$ cat src/cfcr_pkg.sv
// Shared types, constants and the CRC byte update for the framed command receiver.
`timescale 1ns / 1ps
`default_nettype none

package cfcr_pkg;

  localparam int CNT_W      = 7;
  localparam int HEAD_DEPTH = 5;

  localparam logic [CNT_W-1:0] MAX_FRAME  = 7'd64;
  localparam logic [CNT_W-1:0] MIN_LEN_LO = 7'd2;

  localparam logic [15:0] CRC_POLY = 16'hA001;
  localparam logic [15:0] CRC_INIT = 16'hFFFF;

  localparam logic [15:0]      TIMEOUT_RESET = 16'd1000;
  localparam logic [CNT_W-1:0] MIN_LEN_RESET = 7'd4;

  localparam logic [7:0] FUNC_LIGHT = 8'h01;
  localparam logic [7:0] FUNC_PWM   = 8'h02;

  // Input kind carried on the slave tuser bit.
  localparam logic OP_BYTE = 1'b0;
  localparam logic OP_TICK = 1'b1;

  // Configuration register indexes.
  localparam logic REG_TIMEOUT = 1'b0;
  localparam logic REG_MIN_LEN = 1'b1;

  typedef enum logic [2:0] {
    ST_NONE  = 3'd0,
    ST_OK    = 3'd1,
    ST_CRC   = 3'd2,
    ST_SHORT = 3'd3,
    ST_OVF   = 3'd4
  } status_t;

  typedef struct packed {
    logic [15:0]      timeout_ms;
    logic [CNT_W-1:0] min_len;
  } cfg_t;

  typedef struct packed {
    status_t     frame_status;
    logic [15:0] error_total;
    logic [15:0] servo_second;
    logic [15:0] servo_first;
    logic [7:0]  light_bits;
  } result_t;

  // Reflected CRC-16 update by one byte, LSB first.
  function automatic logic [15:0] crc_byte(input logic [15:0] crc, input logic [7:0] b);
    logic [15:0] c;
    c = crc ^ {8'h00, b};
    for (int i = 0; i < 8; i++) begin
      if (c[0]) begin
        c = (c >> 1) ^ CRC_POLY;
      end else begin
        c = c >> 1;
      end
    end
    return c;
  endfunction

endpackage

`default_nettype wire

$ cat src/cfcr_frame.sv
// Frame assembly, CRC check, command registers, error counter and silence timer.
`timescale 1ns / 1ps
`default_nettype none

module cfcr_frame (
  input  wire logic              clk,
  input  wire logic              rst,
  input  wire logic              take,
  input  wire cfcr_pkg::cfg_t    cfg,
  input  wire logic              op,
  input  wire logic [7:0]        data_byte,
  input  wire logic              eof,
  output cfcr_pkg::result_t      result
);

  logic [15:0]                crc, crc_next;
  logic [cfcr_pkg::CNT_W-1:0] cnt, cnt_next;
  logic                       ovf, ovf_next;
  logic [7:0]                 tb0, tb0_next, tb1, tb1_next;
  logic [7:0]                 head [cfcr_pkg::HEAD_DEPTH];
  logic [7:0]                 head_next [cfcr_pkg::HEAD_DEPTH];
  logic [7:0]                 light, light_next;
  logic [15:0]                servo1, servo1_next, servo2, servo2_next;
  logic [15:0]                err, err_next;
  logic [15:0]                silence, silence_next;
  logic [cfcr_pkg::CNT_W-1:0] min_len;
  cfcr_pkg::status_t          status;

  always_comb begin
    crc_next     = crc;
    cnt_next     = cnt;
    ovf_next     = ovf;
    tb0_next     = tb0;
    tb1_next     = tb1;
    head_next    = head;
    light_next   = light;
    servo1_next  = servo1;
    servo2_next  = servo2;
    err_next     = err;
    silence_next = silence;
    status       = cfcr_pkg::ST_NONE;
    // Two bytes are always needed for the CRC itself.
    min_len = (cfg.min_len < cfcr_pkg::MIN_LEN_LO) ? cfcr_pkg::MIN_LEN_LO : cfg.min_len;

    if (op == cfcr_pkg::OP_BYTE) begin
      if (!ovf) begin
        if (cnt >= cfcr_pkg::MAX_FRAME) begin
          ovf_next = 1'b1;
        end else begin
          // The byte two places back is no longer a CRC candidate, so it joins the sum.
          if (cnt >= cfcr_pkg::CNT_W'(2)) begin
            crc_next = cfcr_pkg::crc_byte(crc, tb0);
          end
          tb0_next = tb1;
          tb1_next = data_byte;
          for (int i = 0; i < cfcr_pkg::HEAD_DEPTH; i++) begin
            if (cnt == cfcr_pkg::CNT_W'(i)) begin
              head_next[i] = data_byte;
            end
          end
          cnt_next = cnt + 1'b1;
        end
      end

      if (eof) begin
        if (ovf_next) begin
          status = cfcr_pkg::ST_OVF;
        end else if (cnt_next < min_len) begin
          status = cfcr_pkg::ST_SHORT;
        end else if (crc_next == {tb0_next, tb1_next}) begin
          status = cfcr_pkg::ST_OK;
          if (head_next[0] == cfcr_pkg::FUNC_LIGHT) begin
            light_next = head_next[1];
          end else if (head_next[0] == cfcr_pkg::FUNC_PWM) begin
            servo1_next = {head_next[1], head_next[2]};
            servo2_next = {head_next[3], head_next[4]};
          end
          silence_next = 16'd0;
        end else begin
          status = cfcr_pkg::ST_CRC;
        end
        if (status != cfcr_pkg::ST_OK) begin
          err_next = err + 16'd1;
        end
        crc_next = cfcr_pkg::CRC_INIT;
        cnt_next = '0;
        ovf_next = 1'b0;
        tb0_next = 8'h00;
        tb1_next = 8'h00;
        for (int i = 0; i < cfcr_pkg::HEAD_DEPTH; i++) begin
          head_next[i] = 8'h00;
        end
      end
    end else if (silence < cfg.timeout_ms) begin
      silence_next = silence + 16'd1;
    end

    if (silence_next >= cfg.timeout_ms) begin
      light_next  = 8'h00;
      servo1_next = 16'd0;
      servo2_next = 16'd0;
    end
  end

  always_ff @(posedge clk) begin
    if (rst) begin
      crc     <= cfcr_pkg::CRC_INIT;
      cnt     <= '0;
      ovf     <= 1'b0;
      tb0     <= 8'h00;
      tb1     <= 8'h00;
      for (int i = 0; i < cfcr_pkg::HEAD_DEPTH; i++) begin
        head[i] <= 8'h00;
      end
      light   <= 8'h00;
      servo1  <= 16'd0;
      servo2  <= 16'd0;
      err     <= 16'd0;
      silence <= 16'd0;
    end else if (take) begin
      crc     <= crc_next;
      cnt     <= cnt_next;
      ovf     <= ovf_next;
      tb0     <= tb0_next;
      tb1     <= tb1_next;
      head    <= head_next;
      light   <= light_next;
      servo1  <= servo1_next;
      servo2  <= servo2_next;
      err     <= err_next;
      silence <= silence_next;
    end
  end

  always_comb begin
    result.frame_status = status;
    result.error_total  = err_next;
    result.servo_second = servo2_next;
    result.servo_first  = servo1_next;
    result.light_bits   = light_next;
  end

`ifndef SYNTHESIS
  a_eof_clears: assert property (@(posedge clk) disable iff (rst)
    take && (op == cfcr_pkg::OP_BYTE) && eof |=> (cnt == '0) && !ovf && (crc == cfcr_pkg::CRC_INIT))
    else $error("frame state not cleared after end of frame");

  a_ovf_full: assert property (@(posedge clk) disable iff (rst)
    ovf |-> (cnt == cfcr_pkg::MAX_FRAME))
    else $error("overflow flag set before the frame buffer was full");

  a_err_step: assert property (@(posedge clk) disable iff (rst)
    !$past(rst) && (err != $past(err)) |-> (err == $past(err) + 16'd1) && $past(take))
    else $error("error counter moved by more than one");
`endif

endmodule

`default_nettype wire

$ cat src/cfcr_out_buf.sv
// Two-entry output buffer: result register plus skid register.
`timescale 1ns / 1ps
`default_nettype none

module cfcr_out_buf (
  input  wire logic               clk,
  input  wire logic               rst,
  input  wire logic               in_valid,
  output logic                    in_ready,
  input  wire cfcr_pkg::result_t  in_result,
  output logic                    out_valid,
  input  wire logic               out_ready,
  output cfcr_pkg::result_t       out_result
);

  logic              skid_valid;
  cfcr_pkg::result_t skid;
  logic              take;

  assign in_ready = !skid_valid;
  assign take     = in_valid && in_ready;

  always_ff @(posedge clk) begin
    if (rst) begin
      out_valid  <= 1'b0;
      skid_valid <= 1'b0;
    end else if (out_valid && !out_ready) begin
      // Output is stalled; park a new result in the skid register.
      if (take) begin
        skid_valid <= 1'b1;
      end
    end else if (skid_valid) begin
      out_valid  <= 1'b1;
      skid_valid <= 1'b0;
    end else begin
      out_valid <= take;
    end
  end

  always_ff @(posedge clk) begin
    if (out_valid && !out_ready) begin
      if (take) begin
        skid <= in_result;
      end
    end else if (skid_valid) begin
      out_result <= skid;
    end else if (take) begin
      out_result <= in_result;
    end
  end

endmodule

`default_nettype wire

$ cat src/crc16_framed_command_receiver_top.sv
// Top level of the CRC-16 framed command receiver.
//
// Slave stream: one transaction per received byte or millisecond tick. tuser is
// the kind (0 byte, 1 tick), tdata the byte, tlast marks the last byte of a frame.
// Master stream: exactly one result transaction per input transaction, carrying
// the light bits, both servo values, the bad-frame count and the frame status
// after that input has been handled.
// Each input is processed in the cycle it is accepted; its result is registered in
// the result register, or in the skid register while the master side stalls. One
// item can be taken every cycle while the skid register is empty.
// A two-entry output buffer lets one more input be accepted while a result waits;
// when both entries are full, s_tready drops and comes back in the cycle after
// the receiver takes a result.
// Configuration: cfg_we writes cfg_data into register cfg_index (0 timeout_ms,
// 1 min_frame_len) on the clock edge; write only while the block is idle.
// Reset (rst, synchronous) sets timeout 1000 ms, minimum length 4, clears
// outputs, counters and the partial frame, and empties the output buffer.
`timescale 1ns / 1ps
`default_nettype none

module crc16_framed_command_receiver_top (
  input  wire logic        clk,
  input  wire logic        rst,
  input  wire logic        s_tvalid,
  output logic             s_tready,
  input  wire logic [7:0]  s_tdata,   // [7:0] data_byte
  input  wire logic        s_tuser,   // [0] op
  input  wire logic        s_tlast,
  output logic             m_tvalid,
  input  wire logic        m_tready,
  output logic [63:0]      m_tdata,   // [7:0] light_bits, [23:8] servo_first,
                                      // [39:24] servo_second, [55:40] error_total,
                                      // [58:56] frame_status, [63:59] zero
  input  wire logic        cfg_we,
  input  wire logic        cfg_index,
  input  wire logic [15:0] cfg_data
);

  cfcr_pkg::cfg_t    cfg;
  cfcr_pkg::result_t step_result;
  cfcr_pkg::result_t out_result;
  logic              take;

  assign take = s_tvalid && s_tready;

  always_ff @(posedge clk) begin
    if (rst) begin
      cfg.timeout_ms <= cfcr_pkg::TIMEOUT_RESET;
      cfg.min_len    <= cfcr_pkg::MIN_LEN_RESET;
    end else if (cfg_we) begin
      unique case (cfg_index)
        cfcr_pkg::REG_TIMEOUT: cfg.timeout_ms <= cfg_data;
        cfcr_pkg::REG_MIN_LEN: cfg.min_len    <= cfg_data[cfcr_pkg::CNT_W-1:0];
        default: ;
      endcase
    end
  end

  cfcr_frame u_frame (
    .clk       (clk),
    .rst       (rst),
    .take      (take),
    .cfg       (cfg),
    .op        (s_tuser),
    .data_byte (s_tdata),
    .eof       (s_tlast),
    .result    (step_result)
  );

  cfcr_out_buf u_out_buf (
    .clk        (clk),
    .rst        (rst),
    .in_valid   (s_tvalid),
    .in_ready   (s_tready),
    .in_result  (step_result),
    .out_valid  (m_tvalid),
    .out_ready  (m_tready),
    .out_result (out_result)
  );

  assign m_tdata = {5'b00000, out_result.frame_status, out_result.error_total,
                    out_result.servo_second, out_result.servo_first,
                    out_result.light_bits};

endmodule

`default_nettype wire

$ cat config.mk
export PLATFORM = sky130hd
export DESIGN_NAME = crc16_framed_command_receiver_top
export DESIGN_NICKNAME = d
export VERILOG_FILES = /design/src/cfcr_pkg.sv /design/src/cfcr_frame.sv /design/src/cfcr_out_buf.sv /design/src/crc16_framed_command_receiver_top.sv
export SDC_FILE = /design/constraint.sdc
export NUM_CORES = 1
export LEC_CHECK = 0
export ABC_AREA = 1
export BUFFER_PORTS_ARGS = -buffer_cell sky130_fd_sc_hd__buf_2
export CAP_MARGIN = 10
export CORE_MARGIN = 2
export CORE_UTILIZATION = 61
export DETAILED_ROUTE_END_ITERATION = 10
export PLACE_DENSITY_LB_ADDON = 0.2
export SLEW_MARGIN = 20
export SYNTH_ARGS = -nofsm -noshare
export SYNTH_HDL_FRONTEND = slang
export SYNTH_HIERARCHICAL = 1
export SYNTH_SLANG_ARGS = --single-unit
$ cat constraint.sdc
create_clock -name clk -period 4.9 [get_ports clk]
set_input_delay 0.98 -clock clk [delete_from_list [all_inputs] [get_ports clk]]
set_output_delay 0.98 -clock clk [all_outputs]
set_load 0.02 [all_outputs]
Word level (Yosys, flattened, before mapping)
Index checks and enable logic that the tools add are counted.

operators by class
  shift-type cells = 0
  bitwise gates (word level) = 12
  $add $sub $neg = 3
  eq/ne operators = 8
  div/mod/pow operators = 0
  reductions and logical operators = 12
  $mul = 0
  magnitude comparators = 6
  mux-type cells = 109

operator list
  cell                   number
  $mux 16                66
  $mux 40                4
  $mux 8                 20
  $mux 59                2
  $mux 7                 5
  $add 16x1->16 const B  2
  $not 2->3              8
  $mux 3                 6
  $eq 16x16->1           1
  $ge 16x16->1           1
  $lt 16x16->1           1
  $xor 16x8->16          1
  $eq 7x2->1 const B     2
  $reduce_and 2->1       5
  $eq 8x1->1 const B     1
  $eq 8x2->1 const B     1
  $add 7x1->7 const B    1
  $eq 7x1->1 const B     1
  $eq 7x3->1 const B     1
  $ge 7x2->1 const B     1
  $ge 7x7->1 const B     1
  $logic_not 7->1        1
  $lt 7x2->1 const B     1
  $lt 7x7->1             1
  other kinds (8)        16

word-level totals
  bits in writable memories = 0
  bits of input ports = 32
  bits in registers = 295
  memories = 0
  output and inout bits = 66
  latch bits = 0
  ROM bits = 0
  word-level logic and storage cells = 179

Logic depth before layout (Yosys ltp)
Gate-level depths: netlist of run 1.

  word-level depth = 61
  depth in mapped cells = 35
  depth with buffers taken out = 33

By module
Netlist of run 1, hierarchy kept.

by module, submodules not included
  module                             sequential area each (um^2)  area each (um^2)  instances  cells an instance
  cfcr_frame                         3042.9                       9733.1            1          1557
  cfcr_out_buf                       3583.4                       4480.5            1          321
  crc16_framed_command_receiver_top  460.4                        944.7             1          132

Least setup slack after synthesis of run 1
OpenSTA, ideal clock, no wires.

  path type = in2reg
  from = in m_tready
  to = reg, netlist name u_out_buf/out_result[0]
  data arrival time = 3.925 ns
  setup time = 0.495 ns
  slack = 0.480 ns
  buffers on the path = 0
  cell stages on the path = 2
  data required time = 4.405 ns
  cells stage by stage = inv_1 > a21oi_1

between the ends
  longest elaborated chain between the ends = 4

ends and longest elaborated chain
  item                               line                                     RTL
  from (decl)                        crc16_framed_command_receiver_top.sv:30  input wire logic m_tready,
  $logic_not 1->1                    cfcr_out_buf.sv:41                       if (out_valid && !out_ready) begin
  $logic_and 1x1->1                  cfcr_out_buf.sv:41
  $not 1->1 (no source line)         --
  $reduce_and 2->1 (no source line)  --

Every way passes these cells.
A chain may end at the register's enable or synchronous reset.

==> flow_summary.toml, run 1 <==
[critical_path]
reg2reg_slack_ns = 0.46
required_ns = 5.32
worst_path_max_delay_cell = "dfxtp_1"
critPathLaunchType = "register"
setup.worst_path.start = "u_frame/ovf"
crit_type = "reg -> reg"
path_common_cell = "nand2_1"
critPathMaxStageDelay_ns = 0.35
crit_arrival_ns = 4.86
setup.worst_path.end = "u_out_buf/out_result[0]"
endpoint_kind = "register"
cp_max_fo = 40
r2r-start = "u_frame/ovf"
reg2reg_depth = 31
rr_endpoint = "u_out_buf/out_result[0]"

[outcome]
status = "complete, no violations"

[die]
io_pins = 98
die_area_sq_um = 26100
start_util_pct = 62.1
fp.dieH_um = 162
rows = 57
die_w_um = 162
core_sq_um = 24400

[clocking]
cts_buffers = 30
post-cts-setup-buffers = 0
cts_max_level = 1
tritoncts = "done"
cts_resized = 0
clock_path_buffers = 3
cts-root-buf = "clkbuf_16"
cts_hold_buf = 0
clkLatencyLatePin_ns = 0.56
cts_sinks = 295
clk_pin_slew_ns = 0.06

[sta]
skew_ns = 0.0180
report.final.slew_viol_count = 0
tns_ns = 0
rsz0062_at_grt = "false"
setup_viol = 0
fmax_ghz = 0.225
final_hold_viol_count = 0
worst_pin_slew_ns = 1.02
slew-limit-headroom_pct = 31.5
min_period_over_period_pct = 90.7
worst_hold_slack_ns = 0.457
layout_min_cycle_time_ns = 4.44

[drt]
vias = 13100
drt_iter0_drc = 1081
drt-vias-per-instance = 5.44
drc = 0
routedWlPerCell_um = 14.7
wl_um = 35500
ant_nets = 0
firstDrtPassIters = 5

[grt]
antenna_found_initial = 0
grt_overflow_total = 0
grt_pass1_vias = 12300
grt_pass1_wl_um = 58700
grt_max_degree = 108
grt.total_usage_pct = 27.0

[pwr]
switching_share_pct = 25.9
power_density_nw_per_um2 = 337
p_int_w = 0.00418
clkPwrFrac_pct = 39.2
seqPwrFrac_pct = 48.8
peakVddDrop_uv = 267
combPwrFrac_pct = 12.0
power_switching_w = 0.00146
p_leak_nw = 7.90

[synthesis]
ys_top_cells_by_area = "dfxtp_1, edfxtp_1, nand2_1"
yosysWarnings = 6
synth.avg_cell_area_sq_um = 7.54
synth_top_cell_by_area = "dfxtp_1"
ys_types = 52
synth_area_sq_um = 15200
synth.top_cell.area_share_pct = 23.4
synth_seq_area_share_pct = 46.8
netlist_instances = 2010
synth_seq_cells = 295

[layout]
fillers = 2082
syn_to_final_growth_pct = 10.5
drive_gt1_share_pct = 11.8
nets = 2141
final_util_pct = 68.6
antennaDiodeCount = 0

[placed_design]
port_buffers = 92
dpl.hpwl_um = 23400
globalplace.congestion = 0.880

[min_path]
hold_path_class = "reg -> reg"

[flow_run]
drv_cap = 0
Yosys cell counts, drive strengths merged:
cell,count
o21a,1
nor4,4
a31oi,2
a2111o,1
buf,45
mux2i,1
xor2,6
nand3b,3
edfxtp,118
and3,2
o22ai,20
clkbuf,56
o21ai,152
o31ai,1
dfxtp,177
nand2,607
a211oi,2
inv,259
o211ai,8
clkinv,3
a2bb2oi,1
nand4,10
a21oi,141
xnor2,3
ha,42
or3,1
nor3,11
o311ai,1
conb,1
nor2,113
nand3,177
or2,40
a21boi,1
area by class of cell:
cell class | count | area [sq um] | area share, %
multi-input cells | 1356 | 6590 | 39.4
clock buffers | 42 | 827 | 4.94
repair buffers | 122 | 718 | 4.29
inverters | 262 | 995 | 5.94
flip-flops and latches | 295 | 7090 | 42.3
well taps | 324 | 405 | 2.42
clock inverters | 14 | 120 | 0.717
through the flow:
stage	instances	setup WS [ns]	instance area (sq um)	total power (W)
after floorplan	2014	0.480	15200	0.00328
after global placement	2358	0.194	15800	0.00345
after detailed placement	2359	0.101	15800	0.00348
after CTS	2415	0.195	16700	0.00568
after global routing	2415	0.0367	16700	0.00588
final	2415	0.457	16700	0.00564
worst max-delay path: cells and delay by family, from the launching register on:
kind	cells	cell delay, ns
simple gates	15	1.80
compound gates	7	0.98
buf+inv	8	0.87
flops	1	0.35
fa+ha+maj	1	0.29
layer usage:
| layer | GRT usage, % | share of wire, % |
|---|---|---|
| met1 | 36.4 | 44 |
| met2 | 46.1 | 48 |
| met3 | 2.82 | 5.7 |
| met4 | 8.09 | 2.4 |
| met5 | 0 | 0 |
power groups by stage:
stage          registers, W  clock network (W)  logic [W]
3_3_place_gp        0.00280                  0   0.000644
4_1_cts             0.00276            0.00225   0.000676
5_1_grt             0.00277            0.00235   0.000767
6_report            0.00276            0.00221   0.000677
3_5_place_dp        0.00281                  0   0.000671
2_1_floorplan       0.00285                  0   0.000422
state kept, by name, indices dropped and copies added, names as in the netlist:
signal / cells
u_out_buf/skid: 59
u_out_buf/skid_valid: 1
u_frame/err: 16
u_frame/servo2: 16
u_frame/light: 8
u_frame/crc: 16
cfg: 23
u_frame/servo1: 16
u_frame/cnt: 7
u_frame/silence: 16
u_out_buf/out_valid: 1
u_frame/ovf: 1
u_out_buf/out_result: 59
u_frame/tb1: 8
u_frame/tb0: 8
u_frame/head: 40
kinds of logic (layout without fill, tap and decap cells):
| family | after synthesis | count (layout) | share of synthesized area (%) |
|---|---|---|---|
| flops | 295 | 295 | 46.8 |
| buf+inv | 363 | 440 | 10.3 |
| mux | 1 | 1 | 0.0660 |
| xor+xnor | 9 | 9 | 0.520 |
| simple gates | 968 | 968 | 27.5 |
| compound gates | 331 | 331 | 11.4 |
| fa+ha+maj | 42 | 42 | 3.47 |
| other cells | 1 | 5 | 0.0247 |
cells in the final DEF, fill, tap and decap left out, types with 28 or more instances in the layout:
cell type and instances:
nand3_1 174, a21oi_1 140, o21ai_0 142, nor2_1 104, edfxtp_1 118, buf_4 28, dfxtp_1 176, clkbuf_16 31
nand2_1 583, ha_1 42, inv_1 252, or2_2 36, buf_2 92
worst min path at each step:
stage                           startpoint               end  slack (ns)  depth (start not counted)
after global placement             cfg[13]           cfg[13]        0.44                          2
final                              cfg[15]           cfg[15]        0.46                          2
after floorplan                    cfg[10]           cfg[10]        0.43                          2
after detailed placement           cfg[10]           cfg[10]        0.45                          2
after CTS                          cfg[10]           cfg[10]        0.46                          2
after global routing      u_frame/head[12]  u_frame/head[12]        0.47                          2
Power figures use the tool's default switching activity.
==> run 2: changes to the inputs <==
--- a/config.mk
+++ b/config.mk
@@ -9,7 +9,7 @@
 export BUFFER_PORTS_ARGS = -buffer_cell sky130_fd_sc_hd__buf_2
 export CAP_MARGIN = 10
 export CORE_MARGIN = 2
-export CORE_UTILIZATION = 61
+export CORE_UTILIZATION = 34
 export DETAILED_ROUTE_END_ITERATION = 10
 export PLACE_DENSITY_LB_ADDON = 0.2
 export SLEW_MARGIN = 20
==> flow_summary.toml, run 2 (synthesis results as in run 1) <==
[clocking]
tritoncts = "done"
clock_path_buffers = 3
cts_max_level = 2
cts_buffers = 35
cts_sinks = 295
clkLatencyLatePin_ns = 0.52
cts-root-buf = "clkbuf_16"
clk_pin_slew_ns = 0.06

[layout]
final_cell_mix = "nand2_1, inv_1, dfxtp_1"
drive_gt1_share_pct = 13.4
antennaDiodeCount = 0
biggestRegsByFlops = "u_out_buf/out_result x59, u_out_buf/skid x59, u_frame/head x40"
nets = 2163
regArea_sq_um = 7090
layout_commonest_cell = "nand2_1"
syn_to_final_growth_pct = 15.2
fillers = 4641
multi_input_area_sq_um = 6590

[critical_path]
reg2reg_slack_ns = 0.40
required_ns = 5.29
critPathLaunchType = "register"
endpoint_kind = "register"
crit_type = "reg -> reg"
cp_max_fo = 20
crit_arrival_ns = 4.89

[drt]
wl_um = 39700
vias = 13000
drt_iter0_drc = 941
firstDrtPassIters = 5
drc = 0
routedWlPerCell_um = 14.7
ant_nets = 0
drt-vias-per-instance = 4.79

[die]
rows = 77
die_area_sq_um = 46300
fp.dieH_um = 215
die_w_um = 215
core_sq_um = 44100
start_util_pct = 34.4
io_pins = 98

[placed_design]
place_ws_ns = -0.0561
globalplace.congestion = 0.817
port_buffers = 92
dpl.hpwl_um = 25700

[pwr]
peakVddDrop_uv = 177
combPwrFrac_pct = 11.6
power_switching_w = 0.00159
switching_share_pct = 25.9
p_int_w = 0.00456
seqPwrFrac_pct = 44.9
power_density_nw_per_um2 = 352
clkPwrFrac_pct = 43.5
p_leak_nw = 8.13

[min_path]
hold_path_class = "reg -> reg"

[sta]
report.final.slew_viol_count = 0
slew-limit-headroom_pct = 35.8
final_hold_viol_count = 0
min_period_over_period_pct = 91.8
worst_hold_slack_ns = 0.462
skew_ns = 0.0176
finalWorstSetupSlack_ns = 0.401
setup_viol = 0
worst_pin_slew_ns = 0.960
layout_min_cycle_time_ns = 4.50
fmax_ghz = 0.222

[grt]
grt_pass1_wl_um = 64500
grt_max_degree = 71
grt_pass1_vias = 12400
grt.total_usage_pct = 17.0
grt_overflow_total = 0
antenna_found_initial = 0

[flow_run]
drv_cap = 0

[outcome]
status = "complete, no violations"
-- run 2: changes by cell type in the layout (fill, tap and decap cells not counted), moves of 2 or more --
cell and delta:
buf_4 +16, clkbuf_1 -6, clkbuf_16 +6, clkbuf_8 +7, clkinv_1 -5, clkinv_2 +7
clkinvlp_4 -2
-- run 2: path summary, 6_finish.rpt --
kind	from	endpoint	cells past startpoint
max	u_frame/ovf	u_out_buf/out_result[12]	26
min	u_frame/head[39]	u_frame/head[39]	2
max reg2reg	u_frame/ovf	u_out_buf/out_result[12]	26
min reg2reg	u_frame/head[39]	u_frame/head[39]	2
-- run 2: stage by stage --
step / TNS, ns / utilization (%) / cells / power, W / instance area [sq um]
3_5_place_dp: -1.22 / 36.7 / 2642 / 0.00350 / 16200
4_1_cts: 0 / 39.4 / 2706 / 0.00621 / 17400
2_1_floorplan: 0 / - / 2014 / 0.00328 / 15200
3_3_place_gp: -0.00237 / 36.7 / 2642 / 0.00348 / 16200
6_report: 0 / 39.6 / 2708 / 0.00614 / 17500
5_1_grt: -0.00130 / 39.6 / 2708 / 0.00642 / 17500
-- run 2: cell type report --
cell class | count | share of cell area (%)
multi-input combinational | 1356 | 37.7
inverter | 262 | 5.72
clock buffer | 48 | 5.87
timing repair buffer | 139 | 4.90
tap | 592 | 4.24
clock inverter | 16 | 0.960
sequential | 295 | 40.6
-- run 2: what timing repair did --
| action | 4_1_cts | 5_1_grt |
|---|---|---|
| endpoints found under the setup margin | 0 | 120 |
| resized for setup | 0 | 7 |
| hold buffers | 0 | 0 |
| setup buffers | 0 | 1 |
-- run 2: power groups by stage --
| stage | Clock (W) | Combinational (W) | Sequential, W |
|---|---|---|---|
| detailed placement | 0 | 0.000690 | 0.00281 |
| floorplan | 0 | 0.000422 | 0.00285 |
| CTS | 0.00275 | 0.000693 | 0.00276 |
| global placement | 0 | 0.000677 | 0.00281 |
| global route | 0.00285 | 0.000805 | 0.00277 |
| finish | 0.00267 | 0.000715 | 0.00276 |
-- run 2: layer usage --
layer  routed length, um  GRT usage (%)  up-vias  share of wire [%]
met1               18700           22.5     5966                 47
met4                 963           5.24        0                2.4
li1                    -              -     6676                  -
met5                   0              0        -                  0
met3                1760           2.72       72                4.4
met2               18300           28.5      254                 46
-- run 2: critical path, cell delays in order, from the launching register on --
cell	delay (ns)
dfxtp_1	0.35
nor2_4	0.23
inv_4	0.14
nor2_1	0.14
nand3_1	0.13
nor3_1	0.20
xor2_1	0.26
ha_1	0.28
nand2_1	0.07
o21a_1	0.12
nand2_1	0.11
nand3_4	0.21
buf_4	0.15
nand3_1	0.06
o21ai_1	0.14
ha_1	0.29
a21oi_1	0.17
nor2_1	0.06
a211oi_1	0.22
o311ai_2	0.14
a31oi_4	0.19
buf_12	0.15
clkbuf_16	0.20
nand3_1	0.11
inv_1	0.10
nand2_2	0.05
nand2_1	0.07
